**config.mk**
```make
export PLATFORM = sky130hd
export DESIGN_NAME = log_record_deframer_core_flat
export DESIGN_NICKNAME = d
export VERILOG_FILES = /design/src/design/lrd_pkg.sv /design/src/design/lrd_ifs.sv /design/src/design/lrd_ram.sv /design/src/design/lrd_cfg_regs.sv /design/src/design/lrd_parser.sv /design/src/design/log_record_deframer_core.sv /design/src/flat_wrapper.sv
export SDC_FILE = /design/constraint.sdc
export NUM_CORES = 2
export LEC_CHECK = 0
export BUFFER_PORTS_ARGS = -buffer_cell sky130_fd_sc_hd__buf_2
export CAP_MARGIN = 15
export CORE_UTILIZATION = 40
export DETAILED_ROUTE_END_ITERATION = 16
export PLACE_DENSITY = 0.53
export SLEW_MARGIN = 40
export SYNTH_ARGS = -nofsm -noshare
export SYNTH_HDL_FRONTEND = slang
export SYNTH_SLANG_ARGS = --single-unit
export TNS_END_PERCENT = 30
```
**constraint.sdc**
```tcl
create_clock -name clk -period 36.9 [get_ports clk]
set_clock_uncertainty 0.1 [all_clocks]
set_input_delay 1.845 -clock clk [delete_from_list [all_inputs] [get_ports clk]]
set_output_delay 1.845 -clock clk [all_outputs]
set_load 0.03 [all_outputs]
```
**src/design/lrd_pkg.sv**
```systemverilog
// Package for the log record deframer: table sizing, register indexes,
// the phase encoding and the structs passed between modules.
// Depends on nothing; the register file, the parser and the core import it.
`default_nettype none

package lrd_pkg;

  localparam int TYPE_COUNT = 256;
  localparam int TYPE_W     = (TYPE_COUNT > 1) ? $clog2(TYPE_COUNT) : 1;
  localparam int HDR_LEN    = 3;
  localparam int CFG_IDX_W  = 8;

  localparam logic [CFG_IDX_W-1:0] CFG_HEADER_FIRST       = 8'd0;
  localparam logic [CFG_IDX_W-1:0] CFG_HEADER_SECOND      = 8'd1;
  localparam logic [CFG_IDX_W-1:0] CFG_FORMAT_TYPE        = 8'd2;
  localparam logic [CFG_IDX_W-1:0] CFG_FORMAT_PAYLOAD_LEN = 8'd3;

  localparam logic [7:0] RST_HEADER_FIRST       = 8'd163;
  localparam logic [7:0] RST_HEADER_SECOND      = 8'd149;
  localparam logic [7:0] RST_FORMAT_TYPE        = 8'd128;
  localparam logic [7:0] RST_FORMAT_PAYLOAD_LEN = 8'd86;

  typedef enum logic [1:0] {
    PH_HUNT1   = 2'd0,
    PH_HUNT2   = 2'd1,
    PH_TYPE    = 2'd2,
    PH_PAYLOAD = 2'd3
  } phase_t;

  typedef struct packed {
    logic [7:0] header_first;
    logic [7:0] header_second;
    logic [7:0] format_type;
    logic [7:0] format_payload_len;
  } cfg_t;

  // One parser step: the held byte and the table entry read for it.
  typedef struct packed {
    logic       fire;
    logic [7:0] data;
    logic [7:0] tbl_len;
  } step_t;

  typedef struct packed {
    logic              we;
    logic [TYPE_W-1:0] addr;
    logic [7:0]        data;
  } tbl_wr_t;

  function automatic logic type_in_range(input logic [7:0] t);
    return ({1'b0, t} < 9'(TYPE_COUNT));
  endfunction

endpackage

`default_nettype wire

```
**src/design/lrd_ifs.sv**
```systemverilog
// Channel interfaces of the log record deframer: byte input, payload
// output and configuration write channel. No dependencies.
`default_nettype none

interface lrd_in_if;
  logic       valid;
  logic       ready;
  logic [7:0] data_in;
  modport source (output valid, output data_in, input ready);
  modport sink   (input valid, input data_in, output ready);
endinterface

interface lrd_out_if;
  logic       valid;
  logic       ready;
  logic [7:0] rec_type;
  logic [7:0] byte_pos;
  logic [7:0] data_out;
  logic       is_last;
  logic       is_format;
  modport source (output valid, output rec_type, output byte_pos, output data_out,
                  output is_last, output is_format, input ready);
  modport sink   (input valid, input rec_type, input byte_pos, input data_out,
                  input is_last, input is_format, output ready);
endinterface

interface lrd_cfg_if;
  logic       valid;
  logic       ready;
  logic [7:0] index;
  logic [7:0] data;
  modport source (output valid, output index, output data, input ready);
  modport sink   (input valid, input index, input data, output ready);
endinterface

`default_nettype wire

```
**src/design/lrd_ram.sv**
```systemverilog
// Generic single write port, single read port RAM with registered read.
// No dependencies.
`default_nettype none

module lrd_ram #(
  parameter int WIDTH = 8,
  parameter int DEPTH = 256
) (
  input  wire logic                                    clk,
  input  wire logic                                    we,
  input  wire logic [((DEPTH > 1) ? $clog2(DEPTH) : 1)-1:0] waddr,
  input  wire logic [WIDTH-1:0]                        wdata,
  input  wire logic                                    re,
  input  wire logic [((DEPTH > 1) ? $clog2(DEPTH) : 1)-1:0] raddr,
  output logic      [WIDTH-1:0]                        rdata
);

  logic [WIDTH-1:0] mem [DEPTH];

  always_ff @(posedge clk) begin
    if (we) begin
      mem[waddr] <= wdata;
    end
    if (re) begin
      rdata <= mem[raddr];
    end
  end

endmodule

`default_nettype wire

```
**src/design/lrd_cfg_regs.sv**
```systemverilog
// Configuration register file of the log record deframer.
// Depends on lrd_pkg and lrd_cfg_if.
`default_nettype none

module lrd_cfg_regs import lrd_pkg::*; (
  input  wire logic  clk,
  input  wire logic  rst,
  lrd_cfg_if.sink    cfg,
  output cfg_t       regs
);

  assign cfg.ready = 1'b1;

  always_ff @(posedge clk) begin
    if (rst) begin
      regs.header_first       <= RST_HEADER_FIRST;
      regs.header_second      <= RST_HEADER_SECOND;
      regs.format_type        <= RST_FORMAT_TYPE;
      regs.format_payload_len <= RST_FORMAT_PAYLOAD_LEN;
    end else if (cfg.valid) begin
      case (cfg.index)
        CFG_HEADER_FIRST:       regs.header_first       <= cfg.data;
        CFG_HEADER_SECOND:      regs.header_second      <= cfg.data;
        CFG_FORMAT_TYPE:        regs.format_type        <= cfg.data;
        CFG_FORMAT_PAYLOAD_LEN: regs.format_payload_len <= cfg.data;
        default: ;
      endcase
    end
  end

endmodule

`default_nettype wire

```
**src/design/lrd_parser.sv**
```systemverilog
// Record parser: phase state machine, length-known bits, format learning
// and the result register. Depends on lrd_pkg and lrd_out_if.
`default_nettype none

module lrd_parser import lrd_pkg::*; (
  input  wire logic  clk,
  input  wire logic  rst,
  input  wire cfg_t  regs,
  input  wire step_t step,
  output tbl_wr_t    wr,
  lrd_out_if.source  tx
);

  phase_t            phase, phase_next;
  logic [7:0]        cur_type, cur_type_next;
  logic [7:0]        bytes_left, bytes_left_next;
  logic [7:0]        pay_index, pay_index_next;
  logic [7:0]        learn_type, learn_type_next;
  logic [7:0]        learn_len, learn_len_next;
  logic [TYPE_COUNT-1:0] known;
  logic              b_known;
  logic              fmt;
  logic              last;
  logic              emit;

  assign b_known = type_in_range(step.data) && known[step.data[TYPE_W-1:0]];
  assign fmt     = (cur_type == regs.format_type);
  assign last    = (bytes_left <= 8'd1);

  // Next phase.
  always_comb begin
    phase_next = phase;
    case (phase)
      PH_HUNT1: begin
        if (step.data == regs.header_first) phase_next = PH_HUNT2;
      end
      PH_HUNT2: begin
        if (step.data == regs.header_second)     phase_next = PH_TYPE;
        else if (step.data == regs.header_first) phase_next = PH_HUNT2;
        else                                     phase_next = PH_HUNT1;
      end
      PH_TYPE: begin
        phase_next = PH_HUNT1;
        if (step.data == regs.format_type) begin
          if (regs.format_payload_len != 8'd0) phase_next = PH_PAYLOAD;
        end else if (b_known && (step.tbl_len > 8'(HDR_LEN))) begin
          phase_next = PH_PAYLOAD;
        end
      end
      PH_PAYLOAD: begin
        if (last) phase_next = PH_HUNT1;
      end
      default: phase_next = PH_HUNT1;
    endcase
  end

  // Datapath and table write for the current step.
  always_comb begin
    cur_type_next   = cur_type;
    bytes_left_next = bytes_left;
    pay_index_next  = pay_index;
    learn_type_next = learn_type;
    learn_len_next  = learn_len;
    emit            = 1'b0;
    wr.we           = 1'b0;
    case (phase)
      PH_TYPE: begin
        cur_type_next  = step.data;
        pay_index_next = 8'd0;
        if (step.data == regs.format_type) begin
          learn_type_next = 8'd0;
          learn_len_next  = 8'd0;
          if (regs.format_payload_len != 8'd0) bytes_left_next = regs.format_payload_len;
        end else if (b_known && (step.tbl_len > 8'(HDR_LEN))) begin
          bytes_left_next = 8'(step.tbl_len - 8'(HDR_LEN));
        end
      end
      PH_PAYLOAD: begin
        emit = 1'b1;
        if (fmt) begin
          if (pay_index == 8'd0)      learn_type_next = step.data;
          else if (pay_index == 8'd1) learn_len_next  = step.data;
        end
        if (last) begin
          wr.we           = fmt && type_in_range(learn_type_next);
          bytes_left_next = 8'd0;
        end else begin
          bytes_left_next = 8'(bytes_left - 8'd1);
        end
        pay_index_next = 8'(pay_index + 8'd1);
      end
      default: ;
    endcase
    wr.we   = wr.we && step.fire;
    wr.addr = learn_type_next[TYPE_W-1:0];
    wr.data = learn_len_next;
  end

  always_ff @(posedge clk) begin
    if (rst) begin
      phase      <= PH_HUNT1;
      cur_type   <= 8'd0;
      bytes_left <= 8'd0;
      pay_index  <= 8'd0;
      learn_type <= 8'd0;
      learn_len  <= 8'd0;
      known      <= '0;
    end else if (step.fire) begin
      phase      <= phase_next;
      cur_type   <= cur_type_next;
      bytes_left <= bytes_left_next;
      pay_index  <= pay_index_next;
      learn_type <= learn_type_next;
      learn_len  <= learn_len_next;
      if (wr.we) known[wr.addr] <= 1'b1;
    end
  end

  // Result register.
  always_ff @(posedge clk) begin
    if (rst) begin
      tx.valid <= 1'b0;
    end else if (step.fire && emit) begin
      tx.valid <= 1'b1;
    end else if (tx.ready) begin
      tx.valid <= 1'b0;
    end
  end

  always_ff @(posedge clk) begin
    if (step.fire && emit) begin
      tx.rec_type  <= cur_type;
      tx.byte_pos  <= pay_index;
      tx.data_out  <= step.data;
      tx.is_last   <= last;
      tx.is_format <= fmt;
    end
  end

endmodule

`default_nettype wire

```
**src/design/log_record_deframer_core.sv**
```systemverilog
// Log record deframer: one log byte in per cycle while the output is not
// stalled, payload bytes out. Path: a byte passes the input register, then
// the result register; a stalled result holds the input.
// Throughput: one byte per cycle while the output is not stalled, set by the
// one-step phase machine and the single read port of the length table.
// Reset (rst, synchronous): phase to hunting, length-known bits cleared at
// once (no clearing pass), configuration back to its reset values.
`default_nettype none

module log_record_deframer_core import lrd_pkg::*; (
  input  wire logic clk,
  input  wire logic rst,
  lrd_in_if.sink    rx,
  lrd_out_if.source tx,
  lrd_cfg_if.sink   cfg
);

  cfg_t       regs;
  step_t      step;
  tbl_wr_t    wr;
  logic       hold_valid;   // input register holds a byte
  logic [7:0] hold_data;
  logic [7:0] tbl_rdata;
  logic       rx_take;

  lrd_cfg_regs u_cfg (
    .clk  (clk),
    .rst  (rst),
    .cfg  (cfg),
    .regs (regs)
  );

  // Advance the held byte whenever the result register is free or draining.
  assign step.fire    = hold_valid && (!tx.valid || tx.ready);
  assign step.data    = hold_data;
  assign step.tbl_len = tbl_rdata;

  // Accept a new request when the input register is empty or its held byte moves on in the same cycle.
  assign rx.ready = !hold_valid || step.fire;
  assign rx_take  = rx.valid && rx.ready;

  always_ff @(posedge clk) begin
    if (rst) begin
      hold_valid <= 1'b0;
    end else if (rx_take) begin
      hold_valid <= 1'b1;
    end else if (step.fire) begin
      hold_valid <= 1'b0;
    end
  end

  always_ff @(posedge clk) begin
    if (rx_take) hold_data <= rx.data_in;
  end

  // Look up the length with the incoming byte as address so the entry
  // lines up with the held byte. A write lands at the end of a format
  // record, while the two header bytes of the next record still lie ahead of
  // its type byte at the read port, so no bypass is needed. Stale entries after reset are
  // masked by the known bits in the parser.
  lrd_ram #(
    .WIDTH (8),
    .DEPTH (TYPE_COUNT)
  ) u_len_table (
    .clk   (clk),
    .we    (wr.we),
    .waddr (wr.addr),
    .wdata (wr.data),
    .re    (rx_take),
    .raddr (rx.data_in[TYPE_W-1:0]),
    .rdata (tbl_rdata)
  );

  lrd_parser u_parser (
    .clk  (clk),
    .rst  (rst),
    .regs (regs),
    .step (step),
    .wr   (wr),
    .tx   (tx)
  );

endmodule

`default_nettype wire

```
**src/flat_wrapper.sv**
```systemverilog
// flat-port wrapper written by rule: the top's interface ports become plain ports
module log_record_deframer_core_flat import lrd_pkg::*;
  (clk, rst, rx_valid, rx_data_in, rx_ready, tx_valid, tx_rec_type, tx_byte_pos, tx_data_out, tx_is_last, tx_is_format, tx_ready, cfg_valid, cfg_index, cfg_data, cfg_ready);
  lrd_in_if rx_i ();
  lrd_out_if tx_i ();
  lrd_cfg_if cfg_i ();
  input  wire logic clk;
  input  wire logic rst;
  input wire logic [$bits(rx_i.valid)-1:0] rx_valid;
  input wire logic [$bits(rx_i.data_in)-1:0] rx_data_in;
  output wire logic [$bits(rx_i.ready)-1:0] rx_ready;
  output wire logic [$bits(tx_i.valid)-1:0] tx_valid;
  output wire logic [$bits(tx_i.rec_type)-1:0] tx_rec_type;
  output wire logic [$bits(tx_i.byte_pos)-1:0] tx_byte_pos;
  output wire logic [$bits(tx_i.data_out)-1:0] tx_data_out;
  output wire logic [$bits(tx_i.is_last)-1:0] tx_is_last;
  output wire logic [$bits(tx_i.is_format)-1:0] tx_is_format;
  input wire logic [$bits(tx_i.ready)-1:0] tx_ready;
  input wire logic [$bits(cfg_i.valid)-1:0] cfg_valid;
  input wire logic [$bits(cfg_i.index)-1:0] cfg_index;
  input wire logic [$bits(cfg_i.data)-1:0] cfg_data;
  output wire logic [$bits(cfg_i.ready)-1:0] cfg_ready;
  assign rx_i.valid = rx_valid;
  assign rx_i.data_in = rx_data_in;
  assign rx_ready = rx_i.ready;
  assign tx_valid = tx_i.valid;
  assign tx_rec_type = tx_i.rec_type;
  assign tx_byte_pos = tx_i.byte_pos;
  assign tx_data_out = tx_i.data_out;
  assign tx_is_last = tx_i.is_last;
  assign tx_is_format = tx_i.is_format;
  assign tx_i.ready = tx_ready;
  assign cfg_i.valid = cfg_valid;
  assign cfg_i.index = cfg_index;
  assign cfg_i.data = cfg_data;
  assign cfg_ready = cfg_i.ready;
  log_record_deframer_core u_core (.clk(clk), .rst(rst), .rx(rx_i), .tx(tx_i), .cfg(cfg_i));
endmodule
```
Yosys cells after proc, flatten, opt, wreduce, memory -nomap -nowiden:

Memories as Yosys holds them, arrays and structs flattened. A register that Yosys moved wholly into a read port is not among the register bits.
Index checks and enable logic that the tools add are counted.

* memory bits (writable): 2048
* input port bits: 29
* register bits after elaboration: 366
* output and inout bits: 29
* word-level logic and storage cells: 106
* memories kept: 1

Memories
* u_core.u_len_table.mem: words 256, bits a word 8, rd ports 1, clocked after Yosys merged registers in 1, write ports 1, RTL line lrd_ram.sv:18 `logic [WIDTH-1:0] mem [DEPTH];`

* multiplexer cells: 36
* add/subtract/negate cells: 3
* bitwise gates (word level): 1
* $lt $le $gt $ge: 5
* reductions and logical operators: 26
* eq/ne operators: 15

Operator list (count)
* 256-bit bitwise OR: 1
* 8-bit two-way mux: 11
* 8-bit one-hot mux with 2 select lines: 4
* 8-bit equality test: 4
* 8-bit by 9-bit < comparator with 1-bit output, second input constant: 2
* 8-bit by 1-bit equality test with 1-bit output, second input constant: 2
* 8-bit by 2-bit equality test with 1-bit output, second input constant: 2
* 8-bit zero test: 2
* 2-bit AND reduction: 7
* 1-bit two-way mux: 12
* 2-bit two-way mux: 6
* 8-bit by 1-bit adder with 8-bit output, second input constant: 1
* 1-bit binary-select mux with 8-bit select: 1
* 1-bit demux with 8-bit select: 1
* 8-bit by 1-bit >= comparator with 1-bit output, second input constant: 1
* 8-bit by 2-bit greater-than comparator with 1-bit output, second input constant: 1
* 8-bit by 1-bit <= comparator with 1-bit output, second input constant: 1
* 2-bit one-hot mux with 4 select lines: 1
* 8-bit nonzero test: 1
* 8-bit by 1-bit subtractor with 8-bit output, second input constant: 1
* 8-bit by 2-bit subtractor with 8-bit output, second input constant: 1
* 1-bit logical AND: 6
* 3-bit inequality test, second input constant: 2
* 2-bit nonzero test: 3
* 8 further kinds: 12

Depth between registers and ports, before layout:

* depth after elaboration: 9
* mapped depth: 14
* depth with buffers taken out: 11

Cells and area by module:

A second synthesis with hierarchy kept.

* cells, all modules: 5364
* area total of the unflattened synthesis: 95636.7 µm²

Modules (own cells, without submodules)
* lrd_ram: cells each 3733, area an instance 79636.4 µm², instances 1, seq. area each 61739.2 µm²
* lrd_parser: cells each 1488, area an instance 14326.2 µm², instances 1, seq. area each 6766.5 µm²
* lrd_cfg_regs: cells each 128, area an instance 1361.3 µm², instances 1, seq. area each 640.6 µm²
* log_record_deframer_core: cells each 15, area an instance 312.8 µm², instances 1, seq. area each 260.2 µm²

Worst setup path before layout:

Ideal clock, no wire load.

* path type: reg2reg
* start: register u_core.u_parser.pay_index[3]
* end: memory u_core.u_len_table.mem[0][1], data pin
* library setup time: 2.197 ns
* path buffers: 1
* path slack: 23.076 ns
* arrival: 11.527 ns
* stages on the path, launching flop included: 7
* data required time: 34.603 ns
* period minus slack after synthesis: 13.824 ns
* cell sequence: dfxtp_1 -> or4_1 -> nor3_2 -> and4_1 -> clkbuf_1 -> a31oi_1 -> o21ai_0

* word-level cells in the longest chain between the ends: 5
* elaborated cells on any way between the ends: 6
* classes of those cells: eq/ne: 1; mux: 4; reduce/logical: 1

Ends and longest elaborated chain
* start: declaration: RTL line lrd_parser.sv:17 `logic [7:0] pay_index, pay_index_next;`
* start signal: assignment: RTL line lrd_parser.sv:112 `pay_index <= pay_index_next;`
* 8-bit by 1-bit equality test with 1-bit output: RTL line lrd_parser.sv:82 `else if (pay_index == 8'd1) learn_len_next = step.data;`
* 8-bit two-way mux: RTL line lrd_parser.sv:82
* 8-bit two-way mux *: RTL line lrd_parser.sv:81 `if (pay_index == 8'd0) learn_type_next = step.data;`
* 8-bit two-way mux *: RTL line lrd_parser.sv:80 `if (fmt) begin`
* 8-bit one-hot mux with 2 select lines *: RTL line lrd_parser.sv:66 `case (phase)`
* net u_core.u_len_table.wdata[1]: RTL line lrd_ram.sv:12 `input wire logic [WIDTH-1:0] wdata,`
* end: declaration: RTL line lrd_ram.sv:18

The timed path passes the listed nets; every way through them passes the cells marked *.

==> out/summary.txt <==
status: completed
row cnt: 177
Starting Density: 40.4%
top layer in use: met5
largest net degree at the start of global routing: 164
Routed met3 length: 13,900 µm
max_cap viols: 0
Synth cell types: 72
worst slew pin tran: 878 ps
htree depth: 5
Setup CP Type: in2reg
Routed WL: 251,000 µm
worst path cell trace: buf_8, buf_6, buf_6, buf_6, buf_4, mux4_2, mux4_2, mux4_2, mux4_2
initial antenna violation count: 12
Final Util: 46.2%
post-CTS setup buffers: 0
Leak: 32.1 nW
Clock Tree Root: clkbuf_16
Post-synth EDFFs: 2,090
clock power share: 44.7%
core area: 0.234 mm²
worst-skew pair later-pin latency: 920 ps
All-Layer GR Usage: 21.3%
Max Fclk: 0.162 GHz
Final Hold Slack: 363 ps
Post-Syn Instances: 4,760
Vias/cell: 5.64
worst vdd ir: 0.0000377 V
share of layout cells above drive strength 1: 30.3%
Routed WL per cell: 30.3 µm
Port Buf Inserts: 56
final setup vio count: 0
area delta synth->final: 14.3%
Synth Area in XOR/XNOR: 0.380%
Longest Clk Path Bufs: 4
CTS buffer count: 275
Max Slew Vio Count: 0
Syn Nets: 4,795
Netlist Area Pre-Place: 0.0944 mm²
Met1 Routed Length: 106,000 µm
Sw Share: 20.7%
nets: 4,993
final hold violations: 0
#FFs+latches synth: 2,422
vias in the first global route: 47,800
Largest stage delay, worst path: 610 ps
CTS tree: done
via count: 46,700
TNS Setup: 0 ps
drt pass-1 iters: 5
Startpoint Class: primary input
switching power: 1.19 mW
WP data arrival: 6730 ps
residual DRC count: 0
adder and majority cell fraction of the synthesized area: 0.0795%
Tcrit/Tclk final: 16.8%
main combinational cell family by area after synthesis: multiplexers
First DRT Iteration DRCs: 4,720
global-route wire length before repair: 359,000 µm
Syn Area/Cell: 19.8 µm²
Req. time, crit path: 37,450 ps
total gr overflow: 0
DIE HEIGHT: 488 µm
Yosys warning count: 0
Worst Hold Class: reg2reg
Routed Antenna Nets: 0
Post-synth top flop: edfxtp_1
Compound-Gate Fraction of Synth Area: 2.84%
chip width: 488 µm
asr flop ratio synth: 0%
cell-internal power: 4.55 mW
Rel. slew slack: 41.5%
CP most frequent cell: mux4_2
I/O pin count: 58
CTS Sinks: 2,422
CTS resizes: 0
crit end category: flip-flop
sequential-to-total area share from yosys stat: 73.5%
Clock Pin Slew Worst Setup and Hold Paths: 60 ps
Pwr Density: 53.2 mW/mm²
total power: 5.74 mW
min Tclk post-route: 6180 ps
Synth Area in Simple Gates: 3.69%
GPL Wtd Cong: 0.813
post-synthesis mux area share: 18.1%
Seq pwr share: 51.6%
crit path max-delay cell type: buf_4
hold buffers post-CTS: 0
Die ar.: 0.238 mm²
Routed met2 length: 125,000 µm
Comb power frac: 3.8%
unrepaired setup endpoints after global routing: no
worst-path fanout max: 45
HPWL Detailed: 151,000 µm
[logic make-up after synthesis]
| logic type | after synthesis |
|---|---|
| muxes | 802 |
| xor gates and xnor gates | 41 |
| AOI/OAI and AO/OA | 416 |
| buffers and inverters | 304 |
| DFF | 2422 |
| adders and majority gates | 6 |
| other | 1 |
| and+or+nand+nor | 768 |
[layout by cell type, fill, tap and decap left out, drive strengths merged, types with 19 or more instances in the layout]
cell,synthesis,layout
xor2,19,19
mux2i,70,70
nand2,128,128
clkinv,0,76
edfxtp,2090,2090
o21a,96,96
a22oi,20,20
xnor2,22,22
clkbuf,162,371
nand3,25,25
dfxtp,332,332
nor2,518,518
mux4,727,727
o21ai,28,28
buf,124,206
inv,18,21
a21oi,200,200
[registers in the layout, summed over array words and instances, names as in the netlist]
signal	count
u_core.hold_valid	1
u_core.u_cfg.regs	32
u_core.u_len_table.mem	2048
u_core.u_parser.tx.rec_type	8
u_core.u_parser.learn_type	8
u_core.u_parser.tx.data_out	8
u_core.u_parser.learn_len	8
u_core.hold_data	8
u_core.u_parser.tx.is_last	1
u_core.u_parser.tx.byte_pos	8
u_core.u_parser.known	256
u_core.u_parser.phase	2
u_core.u_parser.cur_type	8
u_core.u_parser.tx.valid	1
u_core.u_parser.tx.is_format	1
u_core.u_len_table.rdata	8
u_core.u_parser.pay_index	8
u_core.u_parser.bytes_left	8
[cell type report]
class                           count  area (µm²)
Sequential cell                  2422       69400
Antenna cell                        5        12.5
Inverter                           18         110
Timing Repair Buffer              207        1840
Fill cell                       19600      126000
Multi-Input combinational cell   2034       24300
Clock inverter                     95         772
Clock buffer                      370        7540
Tap cell                         3132        3920
[power by group through the flow]
stage | combinational, mW | clock (mW) | sequential, mW
6_report | 0.216 | 2.57 | 2.96
5_1_grt | 0.229 | 2.72 | 2.96
4_1_cts | 0.220 | 2.61 | 2.96
3_5_place_dp | 0.220 | 0 | 3.02
3_3_place_gp | 0.215 | 0 | 3.02
2_1_floorplan | 0.140 | 0 | 3.02
[layer usage]
metal | global-route usage [%] | vias up
li1 | - | 19800
met1 | 29.2 | 25200
met2 | 35.2 | 1399
met3 | 3.23 | 359
met4 | 5.77 | 4
met5 | 0 | -
[cells in the mapped netlist, types with 9 or more instances]
master | n | area share [%]
a211oi_1 | 16 | 0.13
a21oi_1 | 200 | 1.1
a22o_1 | 10 | 0.093
a22oi_1 | 13 | 0.10
a31oi_1 | 9 | 0.060
buf_1 | 66 | 0.26
buf_2 | 42 | 0.22
buf_4 | 14 | 0.11
clkbuf_1 | 162 | 0.64
dfxtp_1 | 332 | 7.0
edfxtp_1 | 2090 | 66
inv_1 | 17 | 0.068
mux2i_1 | 70 | 0.74
mux4_2 | 727 | 17
nand2_1 | 113 | 0.45
nand2_2 | 15 | 0.099
nand2b_1 | 9 | 0.060
nand3_1 | 22 | 0.12
nand4_1 | 12 | 0.080
nor2_1 | 468 | 1.9
nor2_2 | 33 | 0.22
nor2_4 | 17 | 0.20
nor2b_1 | 14 | 0.093
nor3_1 | 10 | 0.053
nor4_1 | 9 | 0.060
o21a_1 | 96 | 0.76
o21ai_0 | 28 | 0.15
xnor2_1 | 22 | 0.20
xor2_1 | 19 | 0.18
[path summary, 6_finish.rpt]
path	from	endpoint	slack [ps]	cells after the start
hold reg to reg	u_core.u_parser.known[92]	u_core.u_parser.known[92]	360	2
setup / recovery	rx_data_in[0]	u_core.u_len_table.rdata[6]	30720	9
setup reg to reg	u_core.hold_data[3]	u_core.u_len_table.mem[162][0]	31880	10
hold / removal	u_core.u_parser.known[92]	u_core.u_parser.known[92]	360	2
[metrics by stage]
| stage | area [µm²] | std cells | setup slack [ps] |
|---|---|---|---|
| 6_report | 108000 | 8283 | 30720 |
| 5_1_grt | 108000 | 8281 | 30400 |
| 4_1_cts | 108000 | 8274 | 30650 |
| 3_5_place_dp | 99400 | 7809 | 29660 |
| 3_3_place_gp | 98600 | 7799 | 28470 |
| 2_1_floorplan | 94400 | 4760 | 23080 |
[worst max-delay path, delay by kind of cell]
| kind | cells | cell delay (ps) |
|---|---|---|
| buf+inv | 5 | 2510 |
| mux | 4 | 2100 |
Note: power is estimated with default switching activity, not from simulation.
